`src/rtl/mglf_pkg.sv`:
```
// ----------------------------------------------------------------------------
// mglf_pkg: shared types and constants of the masked gap linear fill block
// Widths, limits, controller states and the command and status bundles that
// join the controller and the datapath.
// ----------------------------------------------------------------------------
package mglf_pkg;

  localparam int SAMPLE_W   = 24;
  localparam int POS_W      = 12;
  localparam int ROW_WIDTH  = 4096;
  localparam int MAX_GAP    = 63;
  localparam int GAP_W      = $clog2(MAX_GAP + 1);
  // A run may cover a whole row, so its length needs one bit more than a position.
  localparam int RUN_W      = $clog2(ROW_WIDTH) + 1;
  localparam int TWOC_W     = RUN_W + 1;
  localparam int FRAC_W     = 16;
  localparam int WT_W       = FRAC_W + 1;
  localparam int DIV_STEPS  = WT_W;
  localparam int DCNT_W     = $clog2(DIV_STEPS + 1);
  localparam int DIFF_W     = SAMPLE_W + 1;
  localparam int PROD_W     = WT_W + DIFF_W + 1;
  localparam int IN_DATA_W  = ((SAMPLE_W + 7) / 8) * 8;
  localparam int OUT_DATA_W = ((SAMPLE_W + POS_W + 7) / 8) * 8;
  localparam int OUT_USER_W = 2;

  localparam logic [WT_W-1:0]   WT_ONE    = WT_W'(1) << FRAC_W;
  localparam logic [POS_W-1:0]  ROW_LAST  = POS_W'(ROW_WIDTH - 1);
  localparam logic [GAP_W-1:0]  GAP_LIMIT = GAP_W'(MAX_GAP);

  typedef enum logic [2:0] {
    S_IDLE,
    S_EVAL,
    S_DIV,
    S_STEP,
    S_MUL,
    S_FOUT,
    S_EMIT
  } state_t;

  typedef struct packed {
    logic capture;
    logic div_start;
    logic step;
    logic mul;
    logic load_fill;
    logic load_item;
    logic finish;
  } cmd_t;

  typedef struct packed {
    logic flush;
    logic emit;
    logic div_done;
    logic fill_last;
    logic slot_free;
  } status_t;

endpackage

```
`src/rtl/mglf_div.sv`:
```
// ----------------------------------------------------------------------------
// mglf_div: per-run reciprocal divider
// Restoring divider that forms 2^16 / divisor, one quotient bit per cycle,
// and reports the quotient and the remainder.
// ----------------------------------------------------------------------------
module mglf_div (
  input  logic                         clk,
  input  logic                         rst_n,
  input  logic                         start,
  input  logic [mglf_pkg::RUN_W-1:0]   divisor,
  output logic                         done,
  output logic [mglf_pkg::WT_W-1:0]    quo,
  output logic [mglf_pkg::RUN_W-1:0]   rem
);

  logic                          busy_r;
  logic                          done_r;
  logic [mglf_pkg::DCNT_W-1:0]   cnt_r;
  logic [mglf_pkg::RUN_W-1:0]    dvs_r;
  logic [mglf_pkg::RUN_W-1:0]    rem_r;
  logic [mglf_pkg::WT_W-1:0]     quo_r;
  logic [mglf_pkg::RUN_W:0]      trial;
  logic                          fits;

  // The dividend is a single one at the top bit, shifted in on the first step.
  assign trial = {rem_r, (cnt_r == mglf_pkg::DCNT_W'(mglf_pkg::DIV_STEPS))};
  assign fits  = trial >= {1'b0, dvs_r};

  always_ff @(posedge clk) begin
    if (!rst_n) begin
      busy_r <= 1'b0;
      done_r <= 1'b0;
      cnt_r  <= '0;
    end else if (start) begin
      busy_r <= 1'b1;
      done_r <= 1'b0;
      cnt_r  <= mglf_pkg::DCNT_W'(mglf_pkg::DIV_STEPS);
    end else if (busy_r) begin
      cnt_r  <= cnt_r - mglf_pkg::DCNT_W'(1);
      busy_r <= (cnt_r != mglf_pkg::DCNT_W'(1));
      done_r <= (cnt_r == mglf_pkg::DCNT_W'(1));
    end else begin
      done_r <= 1'b0;
    end
  end

  always_ff @(posedge clk) begin
    if (start) begin
      dvs_r <= divisor;
      rem_r <= '0;
      quo_r <= '0;
    end else if (busy_r) begin
      rem_r <= fits ? mglf_pkg::RUN_W'(trial - {1'b0, dvs_r})
                    : mglf_pkg::RUN_W'(trial);
      quo_r <= {quo_r[mglf_pkg::WT_W-2:0], fits};
    end
  end

  assign done = done_r;
  assign quo  = quo_r;
  assign rem  = rem_r;

endmodule

```
`src/rtl/mglf_ctrl.sv`:
```
// ----------------------------------------------------------------------------
// mglf_ctrl: sequencing controller
// Takes one input transaction at a time and walks it through evaluation and,
// where it needs them, the reciprocal division, the per-sample fill loop and the final emit.
// ----------------------------------------------------------------------------
module mglf_ctrl (
  input  logic                 clk,
  input  logic                 rst_n,
  input  logic                 in_tvalid,
  output logic                 in_tready,
  input  mglf_pkg::status_t    status,
  output mglf_pkg::cmd_t       cmd
);

  mglf_pkg::state_t state_r;
  mglf_pkg::state_t state_nxt;

  always_ff @(posedge clk) begin
    if (!rst_n) begin
      state_r <= mglf_pkg::S_IDLE;
    end else begin
      state_r <= state_nxt;
    end
  end

  always_comb begin
    state_nxt = state_r;
    unique case (state_r)
      mglf_pkg::S_IDLE: begin
        if (in_tvalid) state_nxt = mglf_pkg::S_EVAL;
      end
      mglf_pkg::S_EVAL: begin
        if (status.flush) begin
          state_nxt = mglf_pkg::S_DIV;
        end else if (status.emit) begin
          state_nxt = mglf_pkg::S_EMIT;
        end else begin
          state_nxt = mglf_pkg::S_IDLE;
        end
      end
      mglf_pkg::S_DIV: begin
        if (status.div_done) state_nxt = mglf_pkg::S_STEP;
      end
      mglf_pkg::S_STEP: state_nxt = mglf_pkg::S_MUL;
      mglf_pkg::S_MUL:  state_nxt = mglf_pkg::S_FOUT;
      mglf_pkg::S_FOUT: begin
        if (status.slot_free) begin
          if (!status.fill_last) begin
            state_nxt = mglf_pkg::S_STEP;
          end else if (status.emit) begin
            state_nxt = mglf_pkg::S_EMIT;
          end else begin
            state_nxt = mglf_pkg::S_IDLE;
          end
        end
      end
      mglf_pkg::S_EMIT: begin
        if (status.slot_free) state_nxt = mglf_pkg::S_IDLE;
      end
      default: state_nxt = mglf_pkg::S_IDLE;
    endcase
  end

  always_comb begin
    in_tready = (state_r == mglf_pkg::S_IDLE);
    cmd       = '0;
    unique case (state_r)
      mglf_pkg::S_IDLE: cmd.capture = in_tvalid;
      mglf_pkg::S_EVAL: begin
        cmd.div_start = status.flush;
        cmd.finish    = !status.flush && !status.emit;
      end
      mglf_pkg::S_DIV:  cmd = '0;
      mglf_pkg::S_STEP: cmd.step = 1'b1;
      mglf_pkg::S_MUL:  cmd.mul  = 1'b1;
      mglf_pkg::S_FOUT: begin
        cmd.load_fill = status.slot_free;
        cmd.finish    = status.slot_free && status.fill_last && !status.emit;
      end
      mglf_pkg::S_EMIT: begin
        cmd.load_item = status.slot_free;
        cmd.finish    = status.slot_free;
      end
      default: cmd = '0;
    endcase
  end

`ifndef SYNTHESIS
  a_finish_to_idle: assert property (@(posedge clk) disable iff (!rst_n)
    cmd.finish |=> state_r == mglf_pkg::S_IDLE)
    else $error("item finished but controller did not return to idle");

  a_one_load: assert property (@(posedge clk) disable iff (!rst_n)
    $onehot0({cmd.load_fill, cmd.load_item, cmd.capture}))
    else $error("output register loaded from two sources at once");

  a_div_from_eval: assert property (@(posedge clk) disable iff (!rst_n)
    cmd.div_start |-> $past(state_r) == mglf_pkg::S_IDLE)
    else $error("division started outside evaluation of a fresh item");

  a_fill_needs_flush: assert property (@(posedge clk) disable iff (!rst_n)
    state_r == mglf_pkg::S_STEP |-> status.flush)
    else $error("fill step without a run to flush");
`endif

endmodule

```
`src/rtl/mglf_dp.sv`:
```
// ----------------------------------------------------------------------------
// mglf_dp: datapath of the gap fill
// Holds the row state, the captured item, the incremental weight generator,
// the blend multiplier and the output register.
// ----------------------------------------------------------------------------
module mglf_dp (
  input  logic                                    clk,
  input  logic                                    rst_n,
  input  mglf_pkg::cmd_t                          cmd,
  output mglf_pkg::status_t                       status,
  input  logic signed [mglf_pkg::SAMPLE_W-1:0]    in_sample,
  input  logic                                    in_masked,
  input  logic                                    in_row_end,
  output logic                                    out_valid,
  input  logic                                    out_ready,
  output logic signed [mglf_pkg::SAMPLE_W-1:0]    out_value,
  output logic [mglf_pkg::POS_W-1:0]              out_position,
  output logic                                    out_filled,
  output logic                                    out_unfilled,
  output logic                                    out_last
);

  // Row state.
  logic signed [mglf_pkg::SAMPLE_W-1:0] left_r;
  logic [mglf_pkg::GAP_W-1:0]           gap_r;
  logic [mglf_pkg::POS_W-1:0]           gstart_r;
  logic [mglf_pkg::POS_W-1:0]           rowpos_r;
  logic [mglf_pkg::RUN_W-1:0]           run_r;

  // Captured item.
  logic signed [mglf_pkg::SAMPLE_W-1:0] smp_r;
  logic signed [mglf_pkg::SAMPLE_W-1:0] right_r;
  logic                                 masked_r;
  logic                                 end_r;
  logic                                 ovf_r;

  // Fill loop.
  logic [mglf_pkg::WT_W-1:0]            wq_r;
  logic [mglf_pkg::TWOC_W-1:0]          wr_r;
  logic [mglf_pkg::TWOC_W-1:0]          twoc_r;
  logic [mglf_pkg::GAP_W-1:0]           m_r;
  logic signed [mglf_pkg::PROD_W-1:0]   prod_r;

  // Output register.
  logic                                 oval_r;
  logic signed [mglf_pkg::SAMPLE_W-1:0] oval_data_r;
  logic [mglf_pkg::POS_W-1:0]           opos_r;
  logic                                 ofill_r;
  logic                                 ounf_r;
  logic                                 olast_r;

  logic                                 item_end;
  logic                                 gap_full;
  logic [mglf_pkg::RUN_W-1:0]           count;
  logic                                 div_done;
  logic [mglf_pkg::WT_W-1:0]            q0;
  logic [mglf_pkg::RUN_W-1:0]           div_rem;
  logic [mglf_pkg::TWOC_W-1:0]          r0;
  logic [mglf_pkg::TWOC_W:0]            r_sub;
  logic                                 borrow;
  logic signed [mglf_pkg::DIFF_W-1:0]   diff;
  logic signed [mglf_pkg::PROD_W-1:0]   prod_nxt;
  logic signed [mglf_pkg::PROD_W-1:0]   prod_rnd;
  logic signed [mglf_pkg::SAMPLE_W-1:0] fill_value;
  logic                                 fill_last;

  assign item_end = in_row_end || (rowpos_r == mglf_pkg::ROW_LAST);
  assign gap_full = (gap_r >= mglf_pkg::GAP_LIMIT);
  assign count    = run_r + mglf_pkg::RUN_W'(1);

  mglf_div u_div (
    .clk     (clk),
    .rst_n   (rst_n),
    .start   (cmd.div_start),
    .divisor (count),
    .done    (div_done),
    .quo     (q0),
    .rem     (div_rem)
  );

  // The left weight is floor((2^17*l + c) / 2c). Stepping l down by one takes
  // 2^17 / 2c off the quotient, with one borrow correction of the remainder.
  assign r0     = {div_rem, 1'b0};
  assign r_sub  = {1'b0, wr_r} - {1'b0, r0};
  assign borrow = r_sub[mglf_pkg::TWOC_W];

  assign diff     = mglf_pkg::DIFF_W'(left_r) - mglf_pkg::DIFF_W'(right_r);
  assign prod_nxt = mglf_pkg::PROD_W'($signed({1'b0, wq_r})) * mglf_pkg::PROD_W'(diff);
  assign prod_rnd = prod_r + (mglf_pkg::PROD_W'(1) <<< (mglf_pkg::FRAC_W - 1));
  assign fill_value = right_r
    + prod_rnd[mglf_pkg::FRAC_W +: mglf_pkg::SAMPLE_W];

  assign fill_last = ({1'b0, m_r} + (mglf_pkg::GAP_W + 1)'(1)) == {1'b0, gap_r};

  always_ff @(posedge clk) begin
    if (!rst_n) begin
      left_r   <= '0;
      gap_r    <= '0;
      gstart_r <= '0;
      rowpos_r <= '0;
      run_r    <= '0;
    end else if (cmd.capture) begin
      if (in_masked) begin
        if (run_r == '0) gstart_r <= rowpos_r;
        run_r <= run_r + mglf_pkg::RUN_W'(1);
        if (!gap_full) gap_r <= gap_r + mglf_pkg::GAP_W'(1);
      end
    end else if (cmd.finish) begin
      if (end_r) begin
        left_r   <= '0;
        gap_r    <= '0;
        gstart_r <= '0;
        rowpos_r <= '0;
        run_r    <= '0;
      end else begin
        if (!masked_r) left_r <= smp_r;
        if (status.flush) begin
          gap_r <= '0;
          run_r <= '0;
        end
        rowpos_r <= rowpos_r + mglf_pkg::POS_W'(1);
      end
    end
  end

  always_ff @(posedge clk) begin
    if (cmd.capture) begin
      smp_r    <= in_sample;
      right_r  <= in_masked ? '0 : in_sample;
      masked_r <= in_masked;
      end_r    <= item_end;
      ovf_r    <= in_masked && gap_full;
    end
  end

  always_ff @(posedge clk) begin
    if (cmd.div_start) begin
      // Start one step above the first sample: l = c gives q = 2^16, r = c.
      wq_r   <= mglf_pkg::WT_ONE;
      wr_r   <= mglf_pkg::TWOC_W'(count);
      twoc_r <= {count, 1'b0};
      m_r    <= '0;
    end else begin
      if (cmd.step) begin
        wr_r <= borrow ? r_sub[mglf_pkg::TWOC_W-1:0] + twoc_r
                       : r_sub[mglf_pkg::TWOC_W-1:0];
        wq_r <= wq_r - q0 - mglf_pkg::WT_W'(borrow);
      end
      if (cmd.load_fill) m_r <= m_r + mglf_pkg::GAP_W'(1);
    end
    if (cmd.mul) prod_r <= prod_nxt;
  end

  always_ff @(posedge clk) begin
    if (!rst_n) begin
      oval_r <= 1'b0;
    end else if (cmd.load_fill || cmd.load_item) begin
      oval_r <= 1'b1;
    end else if (out_ready) begin
      oval_r <= 1'b0;
    end
  end

  always_ff @(posedge clk) begin
    if (cmd.load_fill) begin
      oval_data_r <= fill_value;
      opos_r      <= gstart_r + mglf_pkg::POS_W'(m_r);
      ofill_r     <= 1'b1;
      ounf_r      <= 1'b0;
      olast_r     <= fill_last && !status.emit;
    end else if (cmd.load_item) begin
      oval_data_r <= masked_r ? '0 : smp_r;
      opos_r      <= rowpos_r;
      ofill_r     <= 1'b0;
      ounf_r      <= masked_r;
      olast_r     <= 1'b1;
    end
  end

  always_comb begin
    status.flush     = (masked_r && end_r) || (!masked_r && (run_r != '0));
    status.emit      = !masked_r || ovf_r;
    status.div_done  = div_done;
    status.fill_last = fill_last;
    status.slot_free = !oval_r || out_ready;
  end

  assign out_valid    = oval_r;
  assign out_value    = oval_data_r;
  assign out_position = opos_r;
  assign out_filled   = ofill_r;
  assign out_unfilled = ounf_r;
  assign out_last     = olast_r;

endmodule

```
`src/rtl/masked_gap_linear_fill.sv`:
```
// ----------------------------------------------------------------------------
// masked_gap_linear_fill: sinogram gap repair by linear interpolation
// Passes valid samples, holds back runs of masked samples and emits each
// held sample as a rounded linear blend of its neighbors when the run closes.
// ----------------------------------------------------------------------------
// The block works on one input transaction at a time. A valid sample with no
// open run passes through evaluation and an emit state that loads its result
// into the output register; a held masked sample passes through evaluation
// only. A run of held samples closed by a valid sample is handled as follows:
// the reciprocal of the run length plus one comes from a restoring divider at
// one quotient bit per cycle (17 steps, once per run), and each filled sample
// then takes a weight step, a multiply and an output load. Filled samples come
// out in ascending position with was_filled set, before the result of the
// input that closed the run; a masked sample beyond 63 in one run comes out as
// zero with unfilled set as soon as it is taken, or after the fills if it ends the row.
module masked_gap_linear_fill (
  input  logic                                clk,
  input  logic                                rst_n,
  input  logic                                in_tvalid,
  output logic                                in_tready,
  input  logic [mglf_pkg::IN_DATA_W-1:0]      in_tdata,   // [23:0] sample_value
  input  logic [0:0]                          in_tuser,   // [0] masked
  input  logic                                in_tlast,   // row_end
  output logic                                out_tvalid,
  input  logic                                out_tready,
  output logic [mglf_pkg::OUT_DATA_W-1:0]     out_tdata,  // [23:0] out_value, [35:24] position
  output logic [mglf_pkg::OUT_USER_W-1:0]     out_tuser,  // [0] was_filled, [1] unfilled
  output logic                                out_tlast   // last
);

  mglf_pkg::cmd_t                         cmd;
  mglf_pkg::status_t                      status;
  logic signed [mglf_pkg::SAMPLE_W-1:0]   value;
  logic [mglf_pkg::POS_W-1:0]             position;
  logic                                   filled;
  logic                                   unfilled;

  mglf_ctrl u_ctrl (
    .clk       (clk),
    .rst_n     (rst_n),
    .in_tvalid (in_tvalid),
    .in_tready (in_tready),
    .status    (status),
    .cmd       (cmd)
  );

  mglf_dp u_dp (
    .clk          (clk),
    .rst_n        (rst_n),
    .cmd          (cmd),
    .status       (status),
    .in_sample    ($signed(in_tdata[mglf_pkg::SAMPLE_W-1:0])),
    .in_masked    (in_tuser[0]),
    .in_row_end   (in_tlast),
    .out_valid    (out_tvalid),
    .out_ready    (out_tready),
    .out_value    (value),
    .out_position (position),
    .out_filled   (filled),
    .out_unfilled (unfilled),
    .out_last     (out_tlast)
  );

  assign out_tdata = {(mglf_pkg::OUT_DATA_W - mglf_pkg::SAMPLE_W - mglf_pkg::POS_W)'(0),
                      position, value};
  assign out_tuser = {unfilled, filled};

endmodule
```
`config.mk`:
```
export PLATFORM = sky130hd
export DESIGN_NAME = masked_gap_linear_fill
export DESIGN_NICKNAME = d
export VERILOG_FILES = /design/src/rtl/mglf_pkg.sv /design/src/rtl/mglf_div.sv /design/src/rtl/mglf_ctrl.sv /design/src/rtl/mglf_dp.sv /design/src/rtl/masked_gap_linear_fill.sv
export SDC_FILE = /design/constraint.sdc
export NUM_CORES = 2
export LEC_CHECK = 0
export ABC_CLOCK_PERIOD_IN_PS = 20000
export BUFFER_PORTS_ARGS = -buffer_cell sky130_fd_sc_hd__buf_4
export CAP_MARGIN = 20
export CORE_MARGIN = 4
export CORE_UTILIZATION = 60
export CTS_CLUSTER_SIZE = 24
export DETAILED_ROUTE_END_ITERATION = 10
export PLACE_DENSITY = 0.78
export SYNTH_ARGS = -nofsm -noshare
export SYNTH_HDL_FRONTEND = slang
export SYNTH_SLANG_ARGS = --single-unit
```
`constraint.sdc`:
```
create_clock -name clk -period 20 [get_ports clk]
set_input_delay 1 -clock clk [delete_from_list [all_inputs] [get_ports clk]]
set_output_delay 1 -clock clk [all_outputs]
set_load 0.005 [all_outputs]
```
After elaboration in Yosys (flattened, before gate mapping)
Index checks and enable logic that the tools add are counted.

operators by class
  add/sub/neg operators = 15
  multipliers = 1
  $lt $le $gt $ge = 2
  equality and inequality tests = 19
  mux-type cells = 51
  bitwise logic cells = 3
  reduce and logical (&&, ||, !) cells = 34

operators with widths
  operator                count
  $mux 24                 5
  $mux 13                 8
  $mux 12                 8
  $add 40x17->40 const B  1
  $mul 18x25->40          1
  $mux 6                  6
  $sub 24x24->25          1
  $add 24x24->24          1
  $mux 3                  7
  $pmux 3 s7              1
  $sub 17x1->17           1
  $sub 17x17->17          1
  $sub 14x14->15          1
  $add 14x14->14          1
  $ge 14x13->1            1
  $mux 14                 1
  $add 13x1->13 const B   1
  $logic_not 13->1        1
  $reduce_bool 13->1      1
  $sub 13x13->13          1
  $add 12x1->12 const B   1
  $add 12x6->12           1
  $add 6x1->6 const B     2
  $eq 12x12->1 const B    1
  27 further kinds        71

word-level totals
  bits in registers = 288
  input port bits = 30
  output and inout port bits = 45
  logic and storage cells = 154

Logic depth before layout (Yosys ltp)
  depth in word-level cells = 8
  depth in mapped cells = 36
  gate-level depth less buffers = 35

Hierarchy
A second synthesis with hierarchy kept.

unflattened totals
  cell total of the unflattened synthesis = 3381
  area, all modules = 31382.6 µm²

by module, submodules not included
  module                  instances  cells an instance  area an instance (µm²)  seq. area each (µm²)
  mglf_dp                 1          3059               28345.9                 6025.8
  mglf_div                1          267                2636.3                  1131.1
  mglf_ctrl               1          48                 351.6                   60.1
  masked_gap_linear_fill  1          7                  48.8                    0.0

Worst setup path before layout
OpenSTA, ideal clock, no wires.

  path type = register to register
  from = reg u_dp.right_r[0] (netlist name)
  to = reg u_dp.prod_r[39] (netlist name), data pin
  setup time = 0.260 ns
  arrival time = 8.128 ns
  required time = 19.740 ns
  slack = 11.612 ns
  stages on the path, launching flop included = 33
  buffers on the path = 1
  period minus slack after synthesis = 8.388 ns
  path through = edfxtp_1 -> ha_1 -> fa_1 -> nor2b_1 -> o31a_1 -> o221ai_2 -> a21oi_1 -> o211ai_1 -> a31oi_1 -> o21ai_0 -> a31oi_1 -> clkbuf_1 -> nor2_1 -> fa_1 -> inv_1 -> fa_1 -> inv_1 -> fa_1 -> fa_1 -> fa_1 -> inv_1 -> fa_1 -> inv_1 -> ha_1 -> a21o_1 -> a21o_1 -> a21oi_1 -> o21ai_0 -> o41ai_1 -> o221ai_1 -> xnor2_1 -> xnor2_1 -> xnor2_1

between the ends
  word-level cells in the longest chain between the ends = 2

ends and longest elaborated chain
  item                        line            text
  from (decl)                 mglf_dp.sv:32   logic signed [mglf_pkg::SAMPLE_W-1:0] right_r;
  from (signal assigned)      mglf_dp.sv:129  right_r <= in_masked ? '0 : in_sample;
  $sub 24x24->25              mglf_dp.sv:87   assign diff = mglf_pkg::DIFF_W'(left_r) - mglf_pkg::DIFF_W'(right_r);
  $mul 18x25->40              mglf_dp.sv:88   assign prod_nxt = mglf_pkg::PROD_W'($signed({1'b0, wq_r})) * mglf_pkg::PROD_W'(diff);
  via u_dp.prod_nxt, one bit  mglf_dp.sv:62   logic signed [mglf_pkg::PROD_W-1:0] prod_nxt;
  to (signal assigned)        mglf_dp.sv:151  if (cmd.mul) prod_r <= prod_nxt;
  to (decl)                   mglf_dp.sv:42   logic signed [mglf_pkg::PROD_W-1:0] prod_r;

The timed path passes the listed nets, and every way through them passes these cells.
A chain may end at the register's enable or synchronous reset.

Final worst setup path
Same ends and word-level chain as after synthesis.

==> results.toml <==
[outcome]
status = "finished clean"

[critical_path]
crit_path_end_kind = "flip-flop"
worst_path_largest_cell_delay_ps = 780
cp_data_arrival_time_ps = 10380
cpLargestDelayFamily = "adder cells"
cp.buffers_inverters = 4
crit_path_top_delay_cell = "sky130_fd_sc_hd__o41ai_1"
timing.critical_path.fanout_max = 17
criticalPathCategory = "reg2reg"
path_common_cell = "sky130_fd_sc_hd__fa_1"
setup.worst_path.start_class = "flip-flop"
crit_required_ps = 20280

[synthesis]
post_synth_instance_area_um2 = 30830
yosysWarningCount = 0
yosysSeqAreaShare = 0.2214
synthesis.area_per_instance_um2 = 9.128
synth.ff_latch_count = 272
synth-edff-count = 138
synth.distinct_cells = 78
async_reset_ff_frac = 0
synth-main-ff-cell = "sky130_fd_sc_hd__edfxtp_1"
synthesis.instances = 3378

[cells_and_area]
nNetsFinal = 4034
layout_commonest_cell = "sky130_fd_sc_hd__inv_1"
final_cell_mix = "631 x sky130_fd_sc_hd__inv_1, 402 x sky130_fd_sc_hd__fa_1, 321 x sky130_fd_sc_hd__nand2_1"
fill_cells = 4009
layout-drive-gt1-share = 0.06052
layout-area-overhead-vs-synth_pct = 7.893
layout.cells.non_filler = 4076
antenna-diode-count = 0

[sta]
post-route-period-util = 0.5047
fin_skew_ps = 23.67
setup_viol_count_final = 0
worst_slew_pin_slew_ps = 1186
fmax_mhz = 99.06
timing.final.crit_period_ps = 10090
timing.final.hold_violations = 0
maxSlewViolCount = 0
rsz0062_at_grt = "false"
tns_ps = 0
max-slew-margin-rel = 0.2083

[clocking]
clock_sinks = 272
htree_num_levels = 2
cts_root_buffer = "sky130_fd_sc_hd__clkbuf_16"
cts_repair_resize_count = 0
worst_skew_pair.late_latency_ps = 550
cts_tree = "yes"
cts-hold-fix-buffers = 0
postCtsSetupRepairBufs = 0
clkSlewWorstSetupHoldPaths_ps = 60
cts_buffers = 34
clockBufferDepth = 3

[routing]
post-route-drc-count = 0
vias = 23768
detailedRoute.firstIterationViolations = 2129
detail_route.wl_per_cell_um = 19.62
wirelength_um = 79980
vias_per_cell = 5.831
drtAntennaViolNets = 0
drt_pass1_iterations = 6

[place]
place_hpwl_um = 61060
cells_after_dpl = 4010
gp_congestion = 0.9262
placement.io_buffers = 70

[die]
die-area_um2 = 55080
floorplan.die.height_um = 234.7
rows = 82
ios = 75
fp.dieW_um = 234.7
initial_utilization = 0.6108
design.core.area_um2 = 50480

[global_routing]
grt_first_pass_wirelength_um = 130200
grt_max_degree = 74
grt_pass1_vias = 25012
gr_ovfl_total = 0
grt_usage = 0.2912
number_of_antenna_violations_at_the_first_check_in_global_routing = 3

[min_path]
min-delay-path-class = "reg2reg"

[job]
maxCapViolations = 0
[sequential cells by signal, summed over array words and instances (netlist names), 13 cells and up]
register,count
u_dp.prod_r,25
u_dp.left_r,24
u_dp.out_value,24
u_dp.right_r,24
u_dp.smp_r,24
u_dp.u_div.quo,17
u_dp.wq_r,17
u_dp.run_r,13
u_dp.u_div.dvs_r,13
u_dp.u_div.rem,13
u_dp.wr_r,13
[path summary, 6_finish.rpt]
path                         from              end  slack, ps  depth (start not counted)
hold reg to reg   u_dp.out_filled  u_dp.out_filled        450                          2
setup reg to reg  u_dp.right_r[0]  u_dp.prod_r[39]       9910                         33
setup / recovery  u_dp.right_r[0]  u_dp.prod_r[39]       9910                         33
hold / removal    u_dp.out_filled  u_dp.out_filled        450                          2
[through the flow]
stage	setup slack (ps)	hold WS [ps]	cell area (µm²)	util
after CTS	10110	459.7	33180	0.6573
after global placement	10580	431.0	31930	0.6325
after detailed placement	10150	451.6	31980	0.6336
final	9905	451.1	33270	0.6590
after global routing	9449	486.2	33270	0.6590
after floorplan	11610	422.8	30840	-
[worst register-to-register path: cells and delay by family, from the launching register on]
kind | cells | cell delay [ps]
AND/OR/NAND/NOR | 6 | 1690
adder cells (fa/ha/maj) | 9 | 3890
XOR/XNOR | 3 | 530
flip-flops | 1 | 420
AO/OA/AOI/OAI | 11 | 3090
buffers and inverters | 4 | 230
[cells by family after synthesis]
logic type	share of synthesized area
multiplexers	0.01692
adder cells (fa/ha/maj)	0.3515
buffers and inverters	0.09536
XOR/XNOR	0.05369
other	0.0001216
AO/OA/AOI/OAI	0.09354
AND/OR/NAND/NOR	0.1675
flip-flops	0.2214
[final cells by class]
type                       instances  area [µm²]  share of cell area
clock buffer                      49        1040             0.03125
clock inverter                    12       157.7            0.004739
inverter                         631        2369             0.07120
multi-input combinational       2340       21190              0.6370
sequential                       272        6828              0.2052
tap                              672       840.8             0.02527
timing repair buffer             100       842.1             0.02531
[layer usage]
layer,GRT usage,share of wire,vias up
met4,0.1174,0.041,6
met1,0.3778,0.40,11749
li1,-,-,10753
met3,0.07376,0.090,239
met5,0,0.00046,-
met2,0.4716,0.47,1021
[cells in the mapped netlist, types with 11 or more instances]
cell type	n	area, µm²
sky130_fd_sc_hd__inv_1	631	2369
sky130_fd_sc_hd__fa_1	402	8048
sky130_fd_sc_hd__nand2_1	321	1205
sky130_fd_sc_hd__ha_1	223	2790
sky130_fd_sc_hd__nor2_1	175	656.9
sky130_fd_sc_hd__and2_1	160	1001
sky130_fd_sc_hd__edfxtp_1	138	4144
sky130_fd_sc_hd__dfxtp_1	134	2683
sky130_fd_sc_hd__xnor2_1	124	1086
sky130_fd_sc_hd__clkbuf_1	112	420.4
sky130_fd_sc_hd__nand3_1	101	505.5
sky130_fd_sc_hd__o21ai_0	98	490.5
sky130_fd_sc_hd__a21oi_1	91	455.4
sky130_fd_sc_hd__nor2b_1	85	531.8
sky130_fd_sc_hd__xor2_1	65	569.3
sky130_fd_sc_hd__nand2b_1	45	281.5
sky130_fd_sc_hd__a21o_1	43	322.8
sky130_fd_sc_hd__mux2i_1	42	420.4
sky130_fd_sc_hd__and3_1	38	237.7
sky130_fd_sc_hd__nor3_1	35	175.2
sky130_fd_sc_hd__a21boi_0	30	225.2
sky130_fd_sc_hd__a22oi_1	25	187.7
sky130_fd_sc_hd__o21a_1	22	165.2
sky130_fd_sc_hd__a31oi_1	16	100.1
sky130_fd_sc_hd__a211oi_1	15	112.6
sky130_fd_sc_hd__nand4_1	13	81.33
sky130_fd_sc_hd__nor4_1	13	81.33
sky130_fd_sc_hd__or3_1	13	81.33
sky130_fd_sc_hd__nand3b_1	11	82.58
sky130_fd_sc_hd__o21bai_1	11	82.58
Power is not shown: default switching activity piles up to over one toggle a cycle in this logic, so the estimate is an artifact.
